## src/rtl/core/flood_duplicate_filter_top_assert.svh

```systemverilog
// assertion macros for the duplicate filter
`ifndef FLOOD_DUPLICATE_FILTER_TOP_ASSERT_SVH
`define FLOOD_DUPLICATE_FILTER_TOP_ASSERT_SVH

// same-cycle implication
`define FDF_ASSERT_SAME(name, ante, cons) \
    name: assert property (@(posedge clk) disable iff (!rst_n) (ante) |-> (cons)) \
        else $error("fdf assertion failed");

// next-cycle implication
`define FDF_ASSERT_NEXT(name, ante, cons) \
    name: assert property (@(posedge clk) disable iff (!rst_n) (ante) |=> (cons)) \
        else $error("fdf assertion failed");

`endif

```

## src/rtl/core/fdf_pkg.sv

```systemverilog
`default_nettype none

package fdf_pkg;

    localparam int HISTORY_DEPTH = 20;
    localparam int IDX_W         = $clog2(HISTORY_DEPTH);
    localparam int CNT_W         = $clog2(HISTORY_DEPTH + 1);

    typedef enum logic [1:0]
    {
        ACT_DROP = 2'd0,
        ACT_ORIG = 2'd1,
        ACT_FWD  = 2'd2
    } action_t;

    typedef struct packed
    {
        logic [15:0] origin;
        logic [15:0] signature;
    } entry_t;

    typedef struct packed
    {
        logic [15:0] origin_node;
        logic [15:0] signature;
        logic [7:0]  deliver_port;
        logic [7:0]  previous_hop;
    } req_t;

    typedef struct packed
    {
        action_t     action;
        logic [7:0]  local_port;
        logic [7:0]  stamp_low;
        logic [7:0]  stamp_high;
        logic        stamp_high_write;
        logic [15:0] originated_count;
        logic [15:0] forwarded_count;
    } res_t;

endpackage

`default_nettype wire

```

## src/rtl/core/fdf_hist_mem.sv

```systemverilog
`default_nettype none

module fdf_hist_mem
    import fdf_pkg::*;
(
    input  wire logic             clk,
    input  wire logic             wr_en,
    input  wire logic [IDX_W-1:0] wr_addr,
    input  wire entry_t           wr_data,
    input  wire logic             rd_en,
    input  wire logic [IDX_W-1:0] rd_addr,
    output entry_t                rd_data
);

    entry_t mem [HISTORY_DEPTH];

    always_ff @(posedge clk)
    begin
        if (wr_en)
        begin
            mem[wr_addr] <= wr_data;
        end
    end

    always_ff @(posedge clk)
    begin
        if (rd_en)
        begin
            rd_data <= mem[rd_addr];
        end
    end

endmodule

`default_nettype wire

```

## src/rtl/core/fdf_ctrl.sv

```systemverilog
`default_nettype none

module fdf_ctrl
    import fdf_pkg::*;
(
    input  wire logic             clk,
    input  wire logic             rst_n,
    input  wire logic [15:0]      own_id,
    input  wire logic             in_valid,
    output logic                  in_ready,
    input  wire req_t             in_data,
    output logic                  mem_rd_en,
    output logic [IDX_W-1:0]      mem_rd_addr,
    input  wire entry_t           mem_rd_data,
    output logic                  mem_wr_en,
    output logic [IDX_W-1:0]      mem_wr_addr,
    output entry_t                mem_wr_data,
    output logic                  res_valid,
    input  wire logic             res_ready,
    output res_t                  res
);

    typedef enum logic [1:0]
    {
        ST_IDLE,
        ST_SCAN,
        ST_DECIDE
    } state_t;

    state_t                   state_reg, state_next;
    req_t                     key_reg, key_next;
    logic [CNT_W-1:0]         scan_cnt_reg, scan_cnt_next;
    logic                     cmp_en_reg, cmp_en_next;
    logic [IDX_W-1:0]         cmp_idx_reg, cmp_idx_next;
    logic                     hit_reg, hit_next;
    logic [HISTORY_DEPTH-1:0] valid_reg, valid_next;
    logic [IDX_W-1:0]         slot_reg, slot_next;
    logic [15:0]              orig_cnt_reg, orig_cnt_next;
    logic [15:0]              fwd_cnt_reg, fwd_cnt_next;

    action_t                  action;
    logic                     adjacent;
    logic [16:0]              hop_ext;
    logic [16:0]              own_ext;

    // neighbor test on ids widened to 17 bits, then the action for the item
    always_comb
    begin
        hop_ext  = {9'd0, key_reg.previous_hop};
        own_ext  = {1'b0, own_id};
        adjacent = ((own_id != 16'd0) && (hop_ext == (own_ext - 17'd1)))
                || (hop_ext == (own_ext + 17'd1));
        if (hit_reg)
        begin
            action = ACT_DROP;
        end
        else if (key_reg.origin_node == own_id)
        begin
            action = ACT_ORIG;
        end
        else if (adjacent)
        begin
            action = ACT_FWD;
        end
        else
        begin
            action = ACT_DROP;
        end
    end

    always_comb
    begin
        state_next    = state_reg;
        key_next      = key_reg;
        scan_cnt_next = scan_cnt_reg;
        cmp_en_next   = cmp_en_reg;
        cmp_idx_next  = cmp_idx_reg;
        hit_next      = hit_reg;
        valid_next    = valid_reg;
        slot_next     = slot_reg;
        orig_cnt_next = orig_cnt_reg;
        fwd_cnt_next  = fwd_cnt_reg;
        mem_rd_en     = 1'b0;
        mem_rd_addr   = scan_cnt_reg[IDX_W-1:0];
        mem_wr_en     = 1'b0;
        mem_wr_addr   = slot_reg;
        mem_wr_data   = '{origin: key_reg.origin_node, signature: key_reg.signature};
        in_ready      = (state_reg == ST_IDLE);
        res_valid     = (state_reg == ST_DECIDE);

        // compare the entry read last cycle
        if (cmp_en_reg && valid_reg[cmp_idx_reg]
            && (mem_rd_data.origin == key_reg.origin_node)
            && (mem_rd_data.signature == key_reg.signature))
        begin
            hit_next = 1'b1;
        end

        case (state_reg)
            ST_IDLE:
            begin
                if (in_valid)
                begin
                    key_next      = in_data;
                    scan_cnt_next = '0;
                    cmp_en_next   = 1'b0;
                    hit_next      = 1'b0;
                    state_next    = ST_SCAN;
                end
            end
            ST_SCAN:
            begin
                if (scan_cnt_reg != CNT_W'(HISTORY_DEPTH))
                begin
                    mem_rd_en     = 1'b1;
                    cmp_en_next   = 1'b1;
                    cmp_idx_next  = scan_cnt_reg[IDX_W-1:0];
                    scan_cnt_next = scan_cnt_reg + CNT_W'(1);
                end
                else
                begin
                    cmp_en_next = 1'b0;
                    state_next  = ST_DECIDE;
                end
            end
            ST_DECIDE:
            begin
                if (res_ready)
                begin
                    state_next = ST_IDLE;
                    if (action != ACT_DROP)
                    begin
                        mem_wr_en            = 1'b1;
                        valid_next[slot_reg] = 1'b1;
                        if (slot_reg == IDX_W'(HISTORY_DEPTH - 1))
                        begin
                            slot_next = '0;
                        end
                        else
                        begin
                            slot_next = slot_reg + IDX_W'(1);
                        end
                    end
                    if (action == ACT_ORIG)
                    begin
                        orig_cnt_next = orig_cnt_reg + 16'd1;
                    end
                    if (action == ACT_FWD)
                    begin
                        fwd_cnt_next = fwd_cnt_reg + 16'd1;
                    end
                end
            end
            default:
            begin
                state_next = ST_IDLE;
            end
        endcase
    end

    // result of the item in decision
    always_comb
    begin
        res.action           = action;
        res.local_port       = (action == ACT_FWD) ? key_reg.deliver_port : 8'd0;
        res.stamp_low        = (action != ACT_DROP) ? own_id[7:0] : 8'd0;
        res.stamp_high       = (action == ACT_ORIG) ? own_id[15:8] : 8'd0;
        res.stamp_high_write = (action == ACT_ORIG);
        res.originated_count = (action == ACT_ORIG) ? (orig_cnt_reg + 16'd1) : orig_cnt_reg;
        res.forwarded_count  = (action == ACT_FWD) ? (fwd_cnt_reg + 16'd1) : fwd_cnt_reg;
    end

    always_ff @(posedge clk or negedge rst_n)
    begin
        if (!rst_n)
        begin
            state_reg    <= ST_IDLE;
            key_reg      <= '0;
            scan_cnt_reg <= '0;
            cmp_en_reg   <= 1'b0;
            cmp_idx_reg  <= '0;
            hit_reg      <= 1'b0;
            valid_reg    <= '0;
            slot_reg     <= '0;
            orig_cnt_reg <= '0;
            fwd_cnt_reg  <= '0;
        end
        else
        begin
            state_reg    <= state_next;
            key_reg      <= key_next;
            scan_cnt_reg <= scan_cnt_next;
            cmp_en_reg   <= cmp_en_next;
            cmp_idx_reg  <= cmp_idx_next;
            hit_reg      <= hit_next;
            valid_reg    <= valid_next;
            slot_reg     <= slot_next;
            orig_cnt_reg <= orig_cnt_next;
            fwd_cnt_reg  <= fwd_cnt_next;
        end
    end

endmodule

`default_nettype wire

```

## src/rtl/core/flood_duplicate_filter_top.sv

```systemverilog
// a request is taken only while idle; the history memory is then scanned
//   through its single read port, one entry per cycle, and the decision is
//   registered at the output before the next request is taken
// reset: valid marks, ring slot, both counters and own id clear at once;
//   no clearing pass, the block takes a request right after reset
`default_nettype none
`include "flood_duplicate_filter_top_assert.svh"

module flood_duplicate_filter_top
    import fdf_pkg::*;
(
    input  wire logic        clk,
    input  wire logic        rst_n,
    input  wire logic        cfg_wr_en,
    input  wire logic [15:0] cfg_wr_data,
    input  wire logic        s_axis_tvalid,
    output logic             s_axis_tready,
    // origin_node, signature, deliver_port, previous_hop
    input  wire logic [47:0] s_axis_tdata,
    output logic             m_axis_tvalid,
    input  wire logic        m_axis_tready,
    // local_port, stamp_low, stamp_high, stamp_high_write, originated_count,
    // forwarded_count, zero fill
    output logic [63:0]      m_axis_tdata,
    // action
    output logic [1:0]       m_axis_tuser
);

    logic [15:0]      own_id_reg;
    logic             out_valid_reg;
    res_t             out_res_reg;

    req_t             req;
    logic             res_valid;
    logic             res_ready;
    res_t             res;
    logic             mem_rd_en;
    logic [IDX_W-1:0] mem_rd_addr;
    entry_t           mem_rd_data;
    logic             mem_wr_en;
    logic [IDX_W-1:0] mem_wr_addr;
    entry_t           mem_wr_data;

    assign req.origin_node  = s_axis_tdata[15:0];
    assign req.signature    = s_axis_tdata[31:16];
    assign req.deliver_port = s_axis_tdata[39:32];
    assign req.previous_hop = s_axis_tdata[47:40];

    assign res_ready = !out_valid_reg || m_axis_tready;

    fdf_ctrl u_ctrl
    (
        .clk         (clk),
        .rst_n       (rst_n),
        .own_id      (own_id_reg),
        .in_valid    (s_axis_tvalid),
        .in_ready    (s_axis_tready),
        .in_data     (req),
        .mem_rd_en   (mem_rd_en),
        .mem_rd_addr (mem_rd_addr),
        .mem_rd_data (mem_rd_data),
        .mem_wr_en   (mem_wr_en),
        .mem_wr_addr (mem_wr_addr),
        .mem_wr_data (mem_wr_data),
        .res_valid   (res_valid),
        .res_ready   (res_ready),
        .res         (res)
    );

    fdf_hist_mem u_hist_mem
    (
        .clk     (clk),
        .wr_en   (mem_wr_en),
        .wr_addr (mem_wr_addr),
        .wr_data (mem_wr_data),
        .rd_en   (mem_rd_en),
        .rd_addr (mem_rd_addr),
        .rd_data (mem_rd_data)
    );

    always_ff @(posedge clk or negedge rst_n)
    begin
        if (!rst_n)
        begin
            own_id_reg    <= '0;
            out_valid_reg <= 1'b0;
            out_res_reg   <= '0;
        end
        else
        begin
            if (cfg_wr_en)
            begin
                own_id_reg <= cfg_wr_data;
            end
            if (res_valid && res_ready)
            begin
                out_valid_reg <= 1'b1;
                out_res_reg   <= res;
            end
            else if (m_axis_tready)
            begin
                out_valid_reg <= 1'b0;
            end
        end
    end

    assign m_axis_tvalid = out_valid_reg;
    assign m_axis_tuser  = out_res_reg.action;
    assign m_axis_tdata  = {7'd0,
                            out_res_reg.forwarded_count,
                            out_res_reg.originated_count,
                            out_res_reg.stamp_high_write,
                            out_res_reg.stamp_high,
                            out_res_reg.stamp_low,
                            out_res_reg.local_port};

    `FDF_ASSERT_NEXT(a_busy_after_accept, s_axis_tvalid && s_axis_tready, !s_axis_tready)
    `FDF_ASSERT_SAME(a_write_only_on_keep, mem_wr_en, res_valid && res_ready && (res.action != ACT_DROP))
    `FDF_ASSERT_SAME(a_high_stamp_on_orig, m_axis_tvalid, m_axis_tdata[24] == (m_axis_tuser == ACT_ORIG))

endmodule

`default_nettype wire

```

## config.mk

```make
export PLATFORM = sky130hd
export DESIGN_NAME = flood_duplicate_filter_top
export DESIGN_NICKNAME = d
export VERILOG_FILES = /design/src/rtl/core/fdf_pkg.sv /design/src/rtl/core/fdf_hist_mem.sv /design/src/rtl/core/fdf_ctrl.sv /design/src/rtl/core/flood_duplicate_filter_top.sv
export VERILOG_INCLUDE_DIRS = /design/src /design/src/rtl/core
export SDC_FILE = /design/constraint.sdc
export NUM_CORES = 1
export LEC_CHECK = 0
export ABC_CLOCK_PERIOD_IN_PS = 5100
export BUFFER_PORTS_ARGS = -buffer_cell sky130_fd_sc_hd__buf_4
export CAP_MARGIN = 20
export CORE_MARGIN = 3
export CORE_UTILIZATION = 36
export DETAILED_ROUTE_END_ITERATION = 16
export GPL_TIMING_DRIVEN = 0
export PLACE_DENSITY = 0.47
export SETUP_SLACK_MARGIN = 0.1
export SYNTH_ARGS = -nofsm -noshare
export SYNTH_HDL_FRONTEND = slang
export SYNTH_SLANG_ARGS = --single-unit
```

## constraint.sdc

```tcl
create_clock -name clk -period 5.1 [get_ports clk]
set_input_delay 1.02 -clock clk [delete_from_list [all_inputs] [get_ports clk]]
set_output_delay 1.02 -clock clk [all_outputs]
set_load 0.02 [all_outputs]
```

==> impl_results.md <==
- Share of layout cells above drive strength 1: 29.8%
- HPWL after DPL: 56.8 mm
- WP depth: 13
- Grt ovf: 0
- Wire per inst: 25.5 um
- Largest register by flop count: u_hist_mem.mem
- Crit path max fanout: 25
- Final setup fails: 0
- Worst path cell trace: clkbuf_1 -> clkbuf_2 -> clkbuf_1 -> buf_1 -> inv_1 -> ha_1 -> nand4b_1 -> nand2_1 -> inv_2 -> buf_12 -> nand4_1 -> xor2_1 -> nor2_1
- Largest net degree at the start of global routing: 112
- Number of remaining DRC errors: 0
- Hold Fails Final Rpt: 0
- Buffers added on ports: 128
- Main flop type after synthesis: edfxtp_1
- CP Buf/Inv Count: 7
- Area Growth Syn to Fin: 18.7%
- Vias in the first global route: 18443
- # rows: 111
- Htree depth: 3
- Placed insts: 3192
- Critical Path Source: u_ctrl.mem_rd_addr[1]
- Fin crit share: 93.9%
- Crit path DAT: 5290 ps
- Die H: 311 um
- Most common cell after layout, fill and taps aside: edfxtp_1
- Clock slew at reported path FFs: 60 ps
- Most frequent cells in the layout: 672 x edfxtp_1, 197 x mux4_2, 178 x nand2_1
- CTS buffer count: 93
- Clk sinks: 834
- Critical path type: reg -> reg
- Number of max-cap violations: 0
- RSZ-0062 raised after global routing: no
- Ys async rst share: 19.4%
- Post-CTS Hold Buffers: 0
- Synthesized area: 0.0335 mm2
- Critical Path RT: 5600 ps
- Final WL: 85.8 mm
- Reg2reg path depth: 13
- Final setup margin: 312 ps
- Synthesized flop and latch total: 834
- Pins over their slew limit: 0
- Antenna-violating nets left: 0
- Avg Cell Area, Syn: 18.8 um2
- Largest register FFs: 640
- Starting DRT DRC Count: 1453
- P per Cell Area: 526 mW/mm2
- Hold WC Path Type: in -> async
- Tot GR Track Use: 17.8%
- Synth warn: 0
- Horiz. Die Dim: 311 um
- Largest delay share family, worst path: buffers and inverters
- Syn Inst Count: 1784
- Number of synthesized flops with an enable pin: 672
- Final min period: 4790 ps
- Crit-path max cell delay: 700 ps
- Worst rel slew slack: 23.4%
- First-pass GRT wire length: 127 mm
- Initial core utilization: 36.4%
- Status: completed
- Fmax: 0.209 GHz
- Nets: 2131
- Crit path top cell by count: clkbuf_1
- I/O Pins: 137
- ANT cells: 0
- Total negative setup slack: 0 ps
- Reg2Reg Launch Point: u_ctrl.mem_rd_addr[1]
- DRT Pass-1 Iters: 5
- Core ar.: 0.0921 mm2
- Pleak: 14.1 nW
- Final Util: 43.3%
- Peak VDD IR: 278 uV
- Min Hold Slack: 298 ps
- CTS tree: yes
- Sequential share of the synthesized area: 72.2%
- CP max stage cell: clkbuf_1
- Clock root cell: clkbuf_16
- Flop-to-flop setup slack: 310 ps
- Yosys cell types: 76
- Post-CTS Setup Bufs: 0
- Place WS: 20.9 ps
- Critical path startpoint category: flip-flop
- Fin Clk Skew: 36.3 ps
- CTS max path bufs: 3
- Critical Path End Type: flip-flop
- Final Wtd Congestion: 0.827
- Final non-filler cell total: 3368
- Antenna violations before repair: 0
- R2r endpoint: u_ctrl.mem_rd_addr[3]
- Via Count: 17445
- Clock latency on the worst-skew pair: 650 ps
- Routed vias/inst: 5.18
- Worst Tran Pin Value: 1150 ps
- Die footprint: 0.0969 mm2
- Fillers: 8137
## report_power, final
group / switching (mW) / internal (mW)
Combinational: 2.44 / 2.33
Clock: 2.67 / 3.95
Sequential: 0.998 / 8.55
## layout make-up
| cell class | instances | area (um2) | area share (%) |
|---|---|---|---|
| timing repair buffer | 166 | 1670 | 4.18 |
| tap | 1243 | 1560 | 3.90 |
| sequential | 834 | 24200 | 60.8 |
| buffer | 107 | 520 | 1.31 |
| multi-input combinational | 829 | 8770 | 22.0 |
| clock buffer | 129 | 2590 | 6.51 |
| inverter | 20 | 75.1 | 0.188 |
| clock inverter | 40 | 423 | 1.06 |
## worst max-delay path by stage
stage,endpoint,slack [ps]
3_3_place_gp,u_ctrl.mem_rd_addr[3],-850
3_5_place_dp,u_ctrl.mem_rd_addr[3],20
6_report,u_ctrl.mem_rd_addr[3],310
2_1_floorplan,u_hist_mem.mem[14][0],1430
4_1_cts,u_ctrl.mem_rd_addr[3],310
5_1_grt,u_ctrl.mem_rd_addr[3],110
## what timing repair did
action,CTS,global route
endpoints found under the hold margin,0,0
setup endpoints to repair,1,0
resized for setup,1,0
## metal layers
layer	up-vias	share of wire, %	routed length [um]	track usage, %
li1	7589	-	-	-
met1	9224	44	37800	24.7
met2	499	48	41600	29.0
met3	133	5.0	4260	3.21
met4	0	2.6	2210	4.97
met5	-	0	0	0
## cell families (layout without fill, tap and decap cells)
family                   after synthesis  in the layout  share of synthesized area [%]
buffers and inverters                127            462                           1.77
other                                  1              7                         0.0112
multiplexers                         243            243                           14.8
AO/OA/AOI/OAI                        123            123                           2.87
XOR/XNOR                              98             98                           2.58
adder cells (fa/ha/maj)               11             11                          0.410
AND/OR/NAND/NOR                      347            347                           5.36
flip-flops                           834            834                           72.2
## worst reg2reg max path, delay by kind of cell (launching register included)
kind / cells / cell delay [ps]
and+or+nand+nor: 4 / 600
DFF: 1 / 340
buffers and inverters: 7 / 3280
adders and majority gates: 1 / 230
xor gates and xnor gates: 1 / 210
## synth_stat cells (3+ instances only)
cell type / instances / area share [%]
edfxtp_1: 672 / 60
mux4_2: 197 / 13
nand2_1: 178 / 2.0
dfrtp_1: 162 / 12
clkbuf_1: 52 / 0.58
xor2_1: 49 / 1.3
xnor2_1: 48 / 1.3
mux2_2: 42 / 1.4
and3_1: 25 / 0.47
buf_1: 25 / 0.28
nand3_1: 25 / 0.37
a22o_1: 24 / 0.63
nand4_1: 22 / 0.41
o21ai_0: 22 / 0.33
inv_1: 20 / 0.22
nor2_1: 18 / 0.20
a21oi_1: 16 / 0.24
a31o_2: 16 / 0.42
buf_4: 12 / 0.27
nor4_1: 12 / 0.22
ha_1: 11 / 0.41
nor3_1: 11 / 0.16
buf_2: 10 / 0.15
buf_6: 8 / 0.27
a21o_1: 7 / 0.16
a21oi_2: 7 / 0.18
and2_1: 7 / 0.13
nand2b_1: 7 / 0.13
and4_1: 5 / 0.13
or3_1: 5 / 0.093
nor3b_1: 4 / 0.090
a211o_1: 3 / 0.078
a31oi_1: 3 / 0.056
and4bb_2: 3 / 0.11
nand4_4: 3 / 0.19
nor2b_1: 3 / 0.056
o211ai_1: 3 / 0.067
## through the flow
stage	cell area [um2]	power [mW]
finish	39800	20.9
global route	39800	21.9
CTS	39700	21.2
detailed placement	36700	14.5
global placement	36100	14.3
floorplan	33600	12.4
No activity file was read; power rests on OpenSTA's default activity.
